$ cat config.mk
export PLATFORM = sky130hd
export DESIGN_NAME = iir_filter_direct_form_one_unit_flat
export DESIGN_NICKNAME = d
export VERILOG_FILES = /design/src/rtl/core/iirdf1_pkg.sv /design/src/rtl/core/iirdf1_in_if.sv /design/src/rtl/core/iirdf1_out_if.sv /design/src/rtl/core/iirdf1_div.sv /design/src/rtl/core/iir_filter_direct_form_one_unit.sv /design/src/flat_wrapper.sv
export SDC_FILE = /design/constraint.sdc
export NUM_CORES = 2
export LEC_CHECK = 0
export BUFFER_PORTS_ARGS = -buffer_cell sky130_fd_sc_hd__buf_2
export CORE_UTILIZATION = 40
export DETAILED_ROUTE_END_ITERATION = 10
export HOLD_SLACK_MARGIN = 0.06
export PLACE_DENSITY = 0.66
export SLEW_MARGIN = 20
export SYNTH_ARGS = -nofsm -noshare
export SYNTH_HDL_FRONTEND = slang
export SYNTH_SLANG_ARGS = --single-unit
$ cat constraint.sdc
create_clock -name clk -period 7.5 [get_ports clk]
set_clock_uncertainty 0.15 [all_clocks]
set_input_delay 1.125 -clock clk [delete_from_list [all_inputs] [get_ports clk]]
set_output_delay 1.125 -clock clk [all_outputs]
set_load 0.01 [all_outputs]
$ cat src/rtl/core/iirdf1_pkg.sv
// ----------------------------------------------------------------------------
// iirdf1_pkg
// Shared types and constants for the IIR direct form I unit.
// ----------------------------------------------------------------------------
package iirdf1_pkg;

    localparam int SAMPLE_W  = 16;
    localparam int COEF_W    = 16;
    localparam int PROD_W    = SAMPLE_W + COEF_W;
    // up to 7 products of 32 bits, plus sign headroom
    localparam int ACC_W     = 36;
    // quotient bits produced by the serial divider (|q| up to 2^17 - 1)
    localparam int QUO_W     = 17;
    localparam int HI_W      = ACC_W - QUO_W;
    localparam int MAX_TAPS  = 4;

    localparam int NUM_REGS  = 6;
    localparam int REG_IDX_W = 3;

    // register indexes
    localparam logic [REG_IDX_W-1:0] REG_FF0      = 3'd0;
    localparam logic [REG_IDX_W-1:0] REG_FF1      = 3'd1;
    localparam logic [REG_IDX_W-1:0] REG_FF2      = 3'd2;
    localparam logic [REG_IDX_W-1:0] REG_FB_SCALE = 3'd3;
    localparam logic [REG_IDX_W-1:0] REG_FB1      = 3'd4;
    localparam logic [REG_IDX_W-1:0] REG_FB2      = 3'd5;

    // a0 reset value: 1.0 in Q2.14
    localparam logic signed [COEF_W-1:0] A0_RESET = 16'sd16384;

    localparam logic signed [SAMPLE_W-1:0] SAT_POS = 16'sh7FFF;
    localparam logic signed [SAMPLE_W-1:0] SAT_NEG = 16'sh8000;

    typedef enum logic [2:0] {
        S_IDLE,
        S_MAC,
        S_DRAIN,
        S_START,
        S_DIV,
        S_OUT
    } state_t;

    typedef enum logic [1:0] {
        D_IDLE,
        D_CHECK,
        D_RUN,
        D_DONE
    } div_state_t;

    // divider status back to the sequencer
    typedef struct packed {
        logic done;
        logic err;
    } div_stat_t;

endpackage

$ cat src/rtl/core/iirdf1_in_if.sv
// ----------------------------------------------------------------------------
// iirdf1_in_if
// Input sample channel: valid/ready with one signed sample per beat.
// ----------------------------------------------------------------------------
interface iirdf1_in_if;

    logic                                  valid;
    logic                                  ready;
    logic signed [iirdf1_pkg::SAMPLE_W-1:0] sample_in;

    modport source (output valid, output sample_in, input ready);
    modport sink   (input valid, input sample_in, output ready);

endinterface

$ cat src/rtl/core/iirdf1_out_if.sv
// ----------------------------------------------------------------------------
// iirdf1_out_if
// Result channel: valid/ready with filtered sample and divide error flag.
// ----------------------------------------------------------------------------
interface iirdf1_out_if;

    logic                                  valid;
    logic                                  ready;
    logic signed [iirdf1_pkg::SAMPLE_W-1:0] sample_out;
    logic                                  divide_error;

    modport source (output valid, output sample_out, output divide_error, input ready);
    modport sink   (input valid, input sample_out, input divide_error, output ready);

endinterface

$ cat src/rtl/core/iirdf1_div.sv
// ----------------------------------------------------------------------------
// iirdf1_div
// Serial restoring divider: signed accumulator / signed a0, truncated toward
// zero and saturated to 16 bits. One quotient bit per cycle.
// ----------------------------------------------------------------------------
module iirdf1_div (
    input  logic                                  clk,
    input  logic                                  rst_n,
    input  logic                                  start,
    input  logic signed [iirdf1_pkg::ACC_W-1:0]   dividend,
    input  logic signed [iirdf1_pkg::COEF_W-1:0]  divisor,
    output iirdf1_pkg::div_stat_t                 stat,
    output logic signed [iirdf1_pkg::SAMPLE_W-1:0] quotient
);
    import iirdf1_pkg::*;

    localparam int BCNT_W = $clog2(QUO_W);

    div_state_t              state_reg;
    div_state_t              state_next;
    logic [ACC_W-1:0]        mag_reg;
    logic [QUO_W-1:0]        dvs_reg;
    logic [QUO_W-1:0]        rem_reg;
    logic [QUO_W-1:0]        quo_reg;
    logic [BCNT_W-1:0]       bcnt_reg;
    logic                    neg_reg;
    logic                    err_reg;
    logic [QUO_W:0]          trial;
    logic                    fits;
    logic                    ovf;

    assign trial = {rem_reg, mag_reg[QUO_W-1]};
    assign fits  = (trial >= {1'b0, dvs_reg});
    assign ovf   = (mag_reg[ACC_W-1:QUO_W] >= {{(HI_W-QUO_W){1'b0}}, dvs_reg});

    always_ff @(posedge clk or negedge rst_n) begin
        if (!rst_n) begin
            state_reg <= D_IDLE;
        end
        else begin
            state_reg <= state_next;
        end
    end

    always_comb begin
        state_next = state_reg;
        unique case (state_reg)
            D_IDLE:  if (start) state_next = D_CHECK;
            D_CHECK: state_next = (err_reg || ovf) ? D_DONE : D_RUN;
            D_RUN:   if (bcnt_reg == '0) state_next = D_DONE;
            D_DONE:  state_next = D_IDLE;
            default: state_next = D_IDLE;
        endcase
    end

    always_ff @(posedge clk) begin
        unique case (state_reg)
            D_IDLE:
            begin
                if (start) begin
                    mag_reg <= dividend[ACC_W-1] ? ACC_W'(-dividend) : ACC_W'(dividend);
                    dvs_reg <= divisor[COEF_W-1] ? QUO_W'(-{divisor[COEF_W-1], divisor})
                                                 : QUO_W'({divisor[COEF_W-1], divisor});
                    neg_reg <= dividend[ACC_W-1] ^ divisor[COEF_W-1];
                    err_reg <= (divisor == '0);
                end
            end
            D_CHECK:
            begin
                // high part already >= divisor: quotient has more than 17 bits
                quo_reg  <= (err_reg || ovf) ? (err_reg ? '0 : '1) : '0;
                rem_reg  <= mag_reg[QUO_W +: QUO_W];
                bcnt_reg <= BCNT_W'(QUO_W - 1);
            end
            D_RUN:
            begin
                if (fits) begin
                    rem_reg <= QUO_W'(trial - {1'b0, dvs_reg});
                end
                else begin
                    rem_reg <= trial[QUO_W-1:0];
                end
                quo_reg  <= {quo_reg[QUO_W-2:0], fits};
                mag_reg  <= {mag_reg[ACC_W-1:QUO_W], mag_reg[QUO_W-2:0], 1'b0};
                bcnt_reg <= bcnt_reg - 1'b1;
            end
            D_DONE:
            begin
            end
            default:
            begin
            end
        endcase
    end

    // sign and saturation on the magnitude quotient
    always_comb begin
        if (err_reg) begin
            quotient = '0;
        end
        else if (neg_reg) begin
            quotient = (quo_reg > QUO_W'(32768)) ? SAT_NEG : SAMPLE_W'(-quo_reg);
        end
        else begin
            quotient = (quo_reg > QUO_W'(32767)) ? SAT_POS : SAMPLE_W'(quo_reg);
        end
    end

    assign stat.done = (state_reg == D_DONE);
    assign stat.err  = err_reg;

endmodule

$ cat src/rtl/core/iir_filter_direct_form_one_unit.sv
// ----------------------------------------------------------------------------
// iir_filter_direct_form_one_unit
// Direct form I IIR filter, 16-bit samples, Q2.14 coefficients, shared MAC
// and serial divider by a0.
// ----------------------------------------------------------------------------
//
//  channel | dir | handshake           | payload
//  --------+-----+---------------------+----------------------------------
//  din     | in  | valid / ready       | sample_in (s16)
//  dout    | out | valid / ready       | sample_out (s16), divide_error
//  cfg     | in  | cfg_we, no stall    | cfg_index (3b), cfg_data (16b)
//
//  A sample passes the MAC steps, a drain step, the divider start and the
//  divide before its result is valid, and no new beat is taken until that
//  result has left the sequencer; a zero a0 or an overflowing quotient skips
//  the 17 divider bit steps.
//  The pace is set by the single multiplier (one tap per cycle) and the
//  divider, which resolves one quotient bit per cycle.
//  din.ready is high only while idle; the next beat is taken while a result
//  still waits in the dout register. A stalled dout holds the next result
//  in the sequencer until the register frees.
//  Reset clears the histories, coefficients (a0 to 1.0) and all control.
// ----------------------------------------------------------------------------
module iir_filter_direct_form_one_unit #(
    parameter int FEEDFORWARD_TAPS = 3,
    parameter int FEEDBACK_TAPS    = 3
) (
    input  logic                                  clk,
    input  logic                                  rst_n,
    iirdf1_in_if.sink                             din,
    iirdf1_out_if.source                          dout,
    input  logic                                  cfg_we,
    input  logic [iirdf1_pkg::REG_IDX_W-1:0]      cfg_index,
    input  logic [iirdf1_pkg::COEF_W-1:0]         cfg_data
);
    import iirdf1_pkg::*;

    // MAC steps: all feedforward taps, feedback taps from 1
    localparam int NSTEP = FEEDFORWARD_TAPS + FEEDBACK_TAPS - 1;
    localparam int CW    = (NSTEP > 1) ? $clog2(NSTEP) : 1;
    localparam int XH    = (FEEDFORWARD_TAPS > 1) ? FEEDFORWARD_TAPS - 1 : 1;
    localparam int YH    = (FEEDBACK_TAPS > 1) ? FEEDBACK_TAPS - 1 : 1;

    state_t                       state_reg;
    state_t                       state_next;
    logic [CW-1:0]                cnt_reg;

    // coefficient file
    logic signed [COEF_W-1:0]     coef_reg [NUM_REGS];
    logic signed [COEF_W-1:0]     tap_ff [MAX_TAPS];
    logic signed [COEF_W-1:0]     tap_fb [MAX_TAPS];

    // sample histories: slot 0 is one step back
    logic signed [SAMPLE_W-1:0]   xcur_reg;
    logic signed [SAMPLE_W-1:0]   xhist_reg [XH];
    logic signed [SAMPLE_W-1:0]   yhist_reg [YH];

    // shared MAC
    logic signed [SAMPLE_W-1:0]   mul_sample;
    logic signed [COEF_W-1:0]     mul_coef;
    logic                         mul_neg;
    logic signed [PROD_W-1:0]     prod_reg;
    logic                         prod_neg_reg;
    logic                         prod_vld_reg;
    logic signed [ACC_W-1:0]      acc_reg;
    logic signed [ACC_W-1:0]      prod_ext;

    // divider
    div_stat_t                    div_stat;
    logic signed [SAMPLE_W-1:0]   div_quo;
    logic signed [SAMPLE_W-1:0]   y_reg;
    logic                         yerr_reg;

    // output register
    logic                         ovalid_reg;
    logic signed [SAMPLE_W-1:0]   osample_reg;
    logic                         oerr_reg;
    logic                         out_load;

    assign din.ready         = (state_reg == S_IDLE);
    assign dout.valid        = ovalid_reg;
    assign dout.sample_out   = osample_reg;
    assign dout.divide_error = oerr_reg;

    assign out_load = (state_reg == S_OUT) && (!ovalid_reg || dout.ready);

    // ---------------- configuration ----------------
    always_ff @(posedge clk or negedge rst_n) begin
        if (!rst_n) begin
            for (int i = 0; i < NUM_REGS; i++) begin
                coef_reg[i] <= (i == REG_FB_SCALE) ? A0_RESET : '0;
            end
        end
        else if (cfg_we && (cfg_index < REG_IDX_W'(NUM_REGS))) begin
            coef_reg[cfg_index] <= cfg_data;
        end
    end

    // taps past the register file read as zero
    always_comb begin
        tap_ff[0] = coef_reg[REG_FF0];
        tap_ff[1] = coef_reg[REG_FF1];
        tap_ff[2] = coef_reg[REG_FF2];
        tap_ff[3] = '0;
        tap_fb[0] = coef_reg[REG_FB_SCALE];
        tap_fb[1] = coef_reg[REG_FB1];
        tap_fb[2] = coef_reg[REG_FB2];
        tap_fb[3] = '0;
    end

    // ---------------- sequencer ----------------
    always_ff @(posedge clk or negedge rst_n) begin
        if (!rst_n) begin
            state_reg <= S_IDLE;
        end
        else begin
            state_reg <= state_next;
        end
    end

    always_comb begin
        state_next = state_reg;
        unique case (state_reg)
            S_IDLE:  if (din.valid) state_next = S_MAC;
            S_MAC:   if (cnt_reg == CW'(NSTEP - 1)) state_next = S_DRAIN;
            S_DRAIN: state_next = S_START;
            S_START: state_next = S_DIV;
            S_DIV:   if (div_stat.done) state_next = S_OUT;
            S_OUT:   if (out_load) state_next = S_IDLE;
            default: state_next = S_IDLE;
        endcase
    end

    always_ff @(posedge clk or negedge rst_n) begin
        if (!rst_n) begin
            cnt_reg      <= '0;
            prod_vld_reg <= 1'b0;
        end
        else begin
            prod_vld_reg <= (state_reg == S_MAC);
            if (state_reg == S_IDLE) begin
                cnt_reg <= '0;
            end
            else if (state_reg == S_MAC) begin
                cnt_reg <= cnt_reg + 1'b1;
            end
        end
    end

    // ---------------- operand select ----------------
    always_comb begin
        mul_sample = '0;
        mul_coef   = '0;
        mul_neg    = 1'b0;
        if (cnt_reg == '0) begin
            mul_sample = xcur_reg;
        end
        for (int i = 0; i < XH; i++) begin
            if (FEEDFORWARD_TAPS > 1 && cnt_reg == CW'(i + 1)) begin
                mul_sample = xhist_reg[i];
            end
        end
        for (int i = 0; i < MAX_TAPS; i++) begin
            if (i < FEEDFORWARD_TAPS && cnt_reg == CW'(i)) begin
                mul_coef = tap_ff[i];
            end
        end
        // feedback taps subtract: y[n-1-j] times a(j+1)
        for (int j = 0; j < YH; j++) begin
            if (FEEDBACK_TAPS > 1 && cnt_reg == CW'(FEEDFORWARD_TAPS + j)) begin
                mul_sample = yhist_reg[j];
                mul_coef   = tap_fb[j + 1];
                mul_neg    = 1'b1;
            end
        end
    end

    // ---------------- MAC datapath ----------------
    assign prod_ext = {{(ACC_W - PROD_W){prod_reg[PROD_W-1]}}, prod_reg};

    always_ff @(posedge clk) begin
        prod_reg     <= mul_sample * mul_coef;
        prod_neg_reg <= mul_neg;
        if (state_reg == S_IDLE) begin
            acc_reg <= '0;
            if (din.valid) begin
                xcur_reg <= din.sample_in;
            end
        end
        else if (prod_vld_reg) begin
            acc_reg <= prod_neg_reg ? acc_reg - prod_ext : acc_reg + prod_ext;
        end
        if (state_reg == S_DIV && div_stat.done) begin
            y_reg    <= div_quo;
            yerr_reg <= div_stat.err;
        end
    end

    iirdf1_div u_div (
        .clk      (clk),
        .rst_n    (rst_n),
        .start    (state_reg == S_START),
        .dividend (acc_reg),
        .divisor  (coef_reg[REG_FB_SCALE]),
        .stat     (div_stat),
        .quotient (div_quo)
    );

    // ---------------- histories ----------------
    always_ff @(posedge clk or negedge rst_n) begin
        if (!rst_n) begin
            for (int i = 0; i < XH; i++) begin
                xhist_reg[i] <= '0;
            end
            for (int i = 0; i < YH; i++) begin
                yhist_reg[i] <= '0;
            end
        end
        else if (out_load) begin
            if (FEEDFORWARD_TAPS > 1) begin
                for (int i = XH - 1; i > 0; i--) begin
                    xhist_reg[i] <= xhist_reg[i - 1];
                end
                xhist_reg[0] <= xcur_reg;
            end
            if (FEEDBACK_TAPS > 1) begin
                for (int i = YH - 1; i > 0; i--) begin
                    yhist_reg[i] <= yhist_reg[i - 1];
                end
                yhist_reg[0] <= y_reg;
            end
        end
    end

    // ---------------- output register ----------------
    always_ff @(posedge clk or negedge rst_n) begin
        if (!rst_n) begin
            ovalid_reg <= 1'b0;
        end
        else if (out_load) begin
            ovalid_reg <= 1'b1;
        end
        else if (dout.ready) begin
            ovalid_reg <= 1'b0;
        end
    end

    always_ff @(posedge clk) begin
        if (out_load) begin
            osample_reg <= y_reg;
            oerr_reg    <= yerr_reg;
        end
    end

endmodule

$ cat src/flat_wrapper.sv
// flat-port wrapper written by rule: the top's interface ports become plain ports
module iir_filter_direct_form_one_unit_flat import iirdf1_pkg::*;
#(
    parameter int FEEDFORWARD_TAPS = 3,
    parameter int FEEDBACK_TAPS    = 3
)
  (clk, rst_n, cfg_we, cfg_index, cfg_data, din_valid, din_sample_in, din_ready, dout_valid, dout_sample_out, dout_divide_error, dout_ready);
  iirdf1_in_if din_i ();
  iirdf1_out_if dout_i ();
  input  logic clk;
  input  logic rst_n;
  input  logic cfg_we;
  input  logic [iirdf1_pkg::REG_IDX_W-1:0] cfg_index;
  input  logic [iirdf1_pkg::COEF_W-1:0] cfg_data;
  input wire logic [$bits(din_i.valid)-1:0] din_valid;
  input wire logic [$bits(din_i.sample_in)-1:0] din_sample_in;
  output wire logic [$bits(din_i.ready)-1:0] din_ready;
  output wire logic [$bits(dout_i.valid)-1:0] dout_valid;
  output wire logic [$bits(dout_i.sample_out)-1:0] dout_sample_out;
  output wire logic [$bits(dout_i.divide_error)-1:0] dout_divide_error;
  input wire logic [$bits(dout_i.ready)-1:0] dout_ready;
  assign din_i.valid = din_valid;
  assign din_i.sample_in = din_sample_in;
  assign din_ready = din_i.ready;
  assign dout_valid = dout_i.valid;
  assign dout_sample_out = dout_i.sample_out;
  assign dout_divide_error = dout_i.divide_error;
  assign dout_i.ready = dout_ready;
  iir_filter_direct_form_one_unit #(.FEEDFORWARD_TAPS(FEEDFORWARD_TAPS), .FEEDBACK_TAPS(FEEDBACK_TAPS)) u_core (.clk(clk), .rst_n(rst_n), .din(din_i), .dout(dout_i), .cfg_we(cfg_we), .cfg_index(cfg_index), .cfg_data(cfg_data));
endmodule
# == Word level (Yosys, flattened, before mapping) ==
# Cells that the tools add are included.
# word_totals
ff_bits,383
inputBits,40
word_cells,132
# classes
n_addsub,8
n_mul,1
magnitude_cmp,7
n_eq_ne,18
n_mux,41
bitwise_logic,3
reduce_logical,22
# op_table
operator,count
$mux W16,14
$mux W36,3
$bwmux W96,1
$pmux W36 S2,1
$pmux W17 S2,2
$mux W17,3
$demux W16 S3,1
$add A36 B32 Y36,1
$neg A36 Y36,1
$sub A36 B32 Y36,1
$mul A16 B16 Y32,1
$ge A19 B17 Y1,1
$ge A18 B17 Y1,1
$mux W3,6
$pmux W3 S6,1
$gt A17 B15 Y1 const B,1
$gt A17 B16 Y1 const B,1
$neg A17 Y17,1
$sub A17 B17 Y17,1
$logic_not A16 Y1,1
$neg A16 Y16,1
$mux W15,1
$eq A3 B2 Y1 const B,4
$pmux W5 S2,1
27 further kinds,50

# == Longest topological paths before layout ==
# logic_depth
ltp_word,7
depth_mapped,32
depth_no_buf,31

# == Hierarchy ==
# A second synthesis with hierarchy kept.
# hier_totals
hier_cells,2988
area_unflattened_um2,29829.9
# modules_own_cells
mod,instances,cells_per_inst,area_each_um2
iir_filter_direct_form_one_unit,1,2291,23135.9
iirdf1_div,1,697,6693.9

# == Worst setup path after synthesis ==
# OpenSTA, ideal clock, no wires.
# synth_timing
path_type,flip-flop to flip-flop
start,register u_core.cnt_reg[0]
end,register u_core.prod_reg[23]
arrival_time_ns,7.679
required_time_ns,7.278
slack_ns,-0.401
stages_incl_launch_ff,32
period_less_slack_ns,7.901
path_cell_list,dfrtp_1 inv_1 ha_1 nor3b_1 clkbuf_1 clkbuf_1 a221oi_1 nor3_1 a21oi_1 a21oi_1 nand2_1 fa_1 inv_1 fa_1 inv_1 fa_1 inv_1 fa_1 fa_1 inv_1 fa_1 inv_1 ha_1 a21oi_1 o22ai_1 nor2_1 o31ai_1 a2111oi_0 nor3_1 or3_1 a21oi_1 xnor2_1
# synth_via
elab_chain_len,7
# synth_lines
element,line,source
from (decl),iir_filter_direct_form_one_unit.sv:46,logic [CW-1:0] cnt_reg;
from (signal assigned),iir_filter_direct_form_one_unit.sv:145,cnt_reg <= cnt_reg + 1'b1;
$logic_not A3 Y1,"iir_filter_direct_form_one_unit.sv:155, iir_filter_direct_form_one_unit.sv:164",
$mux W16 (on tied branches),"iir_filter_direct_form_one_unit.sv:155, iir_filter_direct_form_one_unit.sv:164",
$mux W16 (on tied branches) (2 in series),"iir_filter_direct_form_one_unit.sv:159, iir_filter_direct_form_one_unit.sv:164",
$mux W16 (2 in series),iir_filter_direct_form_one_unit.sv:170,if (FEEDBACK_TAPS > 1 && cnt_reg == CW'(FEEDFORWARD_TAPS + j)) begin
$mul A16 B16 Y32 (*),iir_filter_direct_form_one_unit.sv:182,prod_reg <= mul_sample * mul_coef;
to (signal assigned),iir_filter_direct_form_one_unit.sv:182,
to (decl),iir_filter_direct_form_one_unit.sv:62,logic signed [PROD_W-1:0] prod_reg;
# Every way passes the cells marked *; elsewhere a longest branch is shown, timed or not.
# A chain may end at the register's enable or synchronous reset.

# == Final worst setup path ==
# Same ends and word-level chain as after synthesis.

==> summary.md <==
Compared with the post-synthesis result, the final layout area differs by 20.50%. The H-tree depth was 2. The tools report the number of cells in the finished layout apart from fillers as 4,292.

The detailed-route DRC error count came out at 2. The run gives 22,786 as the number of global-route vias before repair. The kind of end point of the critical path was a flop. The number of synthesized register bits is 383. In this run the clock root is driven by a sky130_fd_sc_hd__clkbuf_16. Slowest library cell on the worst path: sky130_fd_sc_hd__fa_1. CTS saw 383 sinks. The detailed router finished its first iteration with 1,468 violations. Counting the fill cells in the layout gives 6,598.

The logs give 119,800 um for the first-pass GRT wire length and 7.85 ns for the data required time at the worst endpoint. Counting flops with an async set or reset pin after synthesis yields a share of 44.39%. Worst setup path category: reg -> reg. The run gives 75,460 sq um as the full die area. Number of enable-type register cells in the synthesized netlist: 144.

The Yosys step of the flow raised 0 warnings. In the post-synthesis netlist, the cell with the most instances is sky130_fd_sc_hd__inv_1. For the hold violation count in the final report, the log shows 0.

Along the worst path, the maximum fanout reaches 8. Initial antenna violation count: 0. From left edge to right edge, the die measures 274.7 um. The count of pins on the block boundary was 59; the part of the cycle the worst path needs was 100.5%. sky130_fd_sc_hd__fa_1 takes more of the synthesized area than any other cell. The final reports fail on DRC, setup timing. The critical path's largest stage delay was 0.55 ns; the transition time at the pin with the least slew margin was 1.065 ns. The repair_antennas step left the layout with diodes totalling 0. The relative slew slack is 28.97%, and the initial core utilization is 40.63%.

The run gives 0.60 ns as the latest clock arrival within the worst-skew pair. The via density per instance was 5.318; the layout cell share with drive strength beyond 1 was 23.85%. In the post-synthesis netlist, the biggest area contributors are sky130_fd_sc_hd__fa_1 18%, sky130_fd_sc_hd__edfxtp_1 15%, sky130_fd_sc_hd__dfrtp_1 14%. The count of antenna-violating nets left after detailed routing is 0. For the number of buffers on the longest clock path, the log shows 3. The aggregate routed wire length was 76,250 um. In the global route stage, overall resource usage came out at 20.01%. Count of buffers inserted at the top-level ports: 58. In the final routed layout, each cell accounts on average for 17.76 um. Clock-pin slew was measured on the worst setup and hold paths at 0.06 ns.

Sequential elements use 33.49% of the synthesized area. Counting tap cells, the placed design contains a total of 4,139 instances. The height of the chip came out at 274.7 um.

Counting every net in the synthesized netlist gives 3,495. The final setup violation count is 2. Global routing finished with a remaining overflow of 0. Max-slew violation count: 0. Row generation in the floorplan step produced 99 rows. The final weighted congestion in routability-driven placement was 0.8961; the synthesized cell area was 29,740 sq um. The register with the most flip-flops in the layout has 96 of them. The run gives 56,670 um as the HPWL after detailed placement. Critical path's most frequent cell: sky130_fd_sc_hd__fa_1. The portion of synthesized cell area occupied by the leading cell type was 17.77%; the worst path arrival time was 7.89 ns. TritonCTS built the clock tree. The first detailed-routing pass ran for 8 iterations. The tightest min-delay check is of the reg -> reg type. Cells fill 48.96% of the core in the end. The least setup slack across all paths after layout is -0.03487 ns.

In this run the standard cell core region covers 73,210 sq um. Setup repair after global routing could not meet its margin everywhere. Commonest register cell after synthesis: sky130_fd_sc_hd__dfrtp_1. The run gives 45 as the total clock buffers created by CTS. The startpoint type of the worst setup path was a flop. Subtracting the final worst setup slack from the clock period gives 7.535 ns. Synthesis instantiated 74 different standard cells from the library. Across all hold checks on the routed design, the worst slack comes to 0.2832 ns.

Cell count after synthesis: 3,024. The tool flagged a number of max-cap violations equal to 0. Derived from the worst setup path, the maximum achievable clock frequency is 132.7 MHz. The tools report the maximum number of pins on one net before global-route repair as 82. The flow ran to the end, but the final reports show violations. A synthesized cell averages 9.836 sq um. In this run the register-to-register setup slack is -0.03 ns. By count the netlist is led by 397 x sky130_fd_sc_hd__inv_1, 341 x sky130_fd_sc_hd__nor2_1, 264 x sky130_fd_sc_hd__fa_1, 252 x sky130_fd_sc_hd__nand2_1, 169 x sky130_fd_sc_hd__dfrtp_1. The tools report the number of nets in the final layout as 3,767.

Total number of vias: 22,823.
==> cell families (layout without fill, tap and decap cells) <==
group | after synthesis | after routing | synth area share [%]
XOR/XNOR | 147 | 147 | 4.328
other | 1 | 1 | 0.01261
adder cells (fa/ha/maj) | 431 | 431 | 24.79
AO/OA/AOI/OAI | 515 | 515 | 10.99
multiplexers | 188 | 188 | 7.004
buffers and inverters | 509 | 818 | 6.549
AND/OR/NAND/NOR | 850 | 850 | 12.84
flip-flops | 383 | 383 | 33.49
==> metrics by stage <==
stage	setup TNS, ns	instance area (sq um)	setup WS (ns)
finish	-0.04888	35840	-0.03487
global route	-1.929	35840	-0.3081
CTS	0	34600	0.0008615
detailed placement	-1.113	32590	-0.2224
global placement	-1.001	32590	-0.2311
floorplan	-0.05476	29780	-0.05476
==> worst max-delay path: cells and delay by family, from the launching register on <==
family | cells | cell delay, ns
xor gates and xnor gates | 1 | 0.12
adders and majority gates | 8 | 3.41
DFF | 1 | 0.44
buffers and inverters | 12 | 1.38
and+or+nand+nor | 6 | 1.07
AOI/OAI and AO/OA | 6 | 0.87
==> cell usage in the layout, fill, tap and decap left out, types with 15 or more instances in the layout <==
cell type                   netlist  routed
sky130_fd_sc_hd__o31ai_1         24      22
sky130_fd_sc_hd__fa_1           264     246
sky130_fd_sc_hd__nand2b_1        32      30
sky130_fd_sc_hd__nor3_1          59      44
sky130_fd_sc_hd__buf_12           0      19
sky130_fd_sc_hd__o21ai_0        103      95
sky130_fd_sc_hd__inv_1          397     382
sky130_fd_sc_hd__buf_2            0      58
sky130_fd_sc_hd__a21oi_1        158     114
sky130_fd_sc_hd__nand4_1         18      18
sky130_fd_sc_hd__dfxtp_1         69      68
sky130_fd_sc_hd__ha_1           167     147
sky130_fd_sc_hd__a221oi_1        34      15
sky130_fd_sc_hd__a21oi_2          0      38
sky130_fd_sc_hd__fa_2             0      18
sky130_fd_sc_hd__ha_4             0      17
sky130_fd_sc_hd__buf_4            0     232
sky130_fd_sc_hd__nand2_1        252     245
sky130_fd_sc_hd__xnor2_1         95      95
sky130_fd_sc_hd__o21a_1          15      15
sky130_fd_sc_hd__mux2i_1         27      27
sky130_fd_sc_hd__mux2_2         161     161
sky130_fd_sc_hd__clkbuf_16        0      48
sky130_fd_sc_hd__inv_2            0      15
sky130_fd_sc_hd__edfxtp_1       144     144
sky130_fd_sc_hd__nand3_1         19      18
sky130_fd_sc_hd__a31oi_1         30      29
sky130_fd_sc_hd__xor2_1          52      50
sky130_fd_sc_hd__buf_6            1      21
sky130_fd_sc_hd__or2_2           18      18
sky130_fd_sc_hd__nor2_1         341     327
sky130_fd_sc_hd__dfrtp_1        169     167
sky130_fd_sc_hd__or3_1           22      22
sky130_fd_sc_hd__a21o_1          58      48
==> final cells by class <==
| class | count | area (sq um) | area share, % |
|---|---|---|---|
| Clock buffer | 61 | 1244 | 3.470 |
| Clock inverter | 23 | 286.5 | 0.7994 |
| Inverter | 399 | 1498 | 4.179 |
| Multi-Input combinational cell | 2132 | 18880 | 52.68 |
| Sequential cell | 383 | 9965 | 27.80 |
| Tap cell | 959 | 1200 | 3.348 |
| Timing Repair Buffer | 335 | 2766 | 7.718 |
==> metal layers <==
| layer | GRT usage (%) | share of wire, % | up-vias | routed length [um] |
|---|---|---|---|---|
| li1 | - | - | 10691 | - |
| met1 | 27.36 | 45 | 11349 | 34150 |
| met2 | 32.56 | 47 | 630 | 35590 |
| met3 | 3.011 | 5.6 | 153 | 4252 |
| met4 | 6.330 | 3.0 | 0 | 2254 |
| met5 | 0 | 0 | - | 0 |
==> path summary, 6_finish.rpt <==
check                      cells past startpoint               from                  endpoint
max                                           33  u_core.cnt_reg[0]       u_core.prod_reg[23]
min                                            0    u_core.yerr_reg  u_core.dout.divide_error
max reg2reg                                   33  u_core.cnt_reg[0]       u_core.prod_reg[23]
min reg2reg                                    0    u_core.yerr_reg  u_core.dout.divide_error
max in group asynchronous                      2              rst_n         u_core.cnt_reg[0]
min in group asynchronous                      1              rst_n      u_core.xhist_reg[27]
==> repair_timing <==
item | CTS | global route
endpoints found under the setup margin | 8 | 17
cloned | 1 | 4
resized for setup | 63 | 174
hold buffers | 0 | 0
setup buffers | 26 | 39
pin swaps | 41 | 149
Power is left out: the tool's default activity adds up to more than one toggle a clock period on the data nets, which glitch-free logic cannot reach.
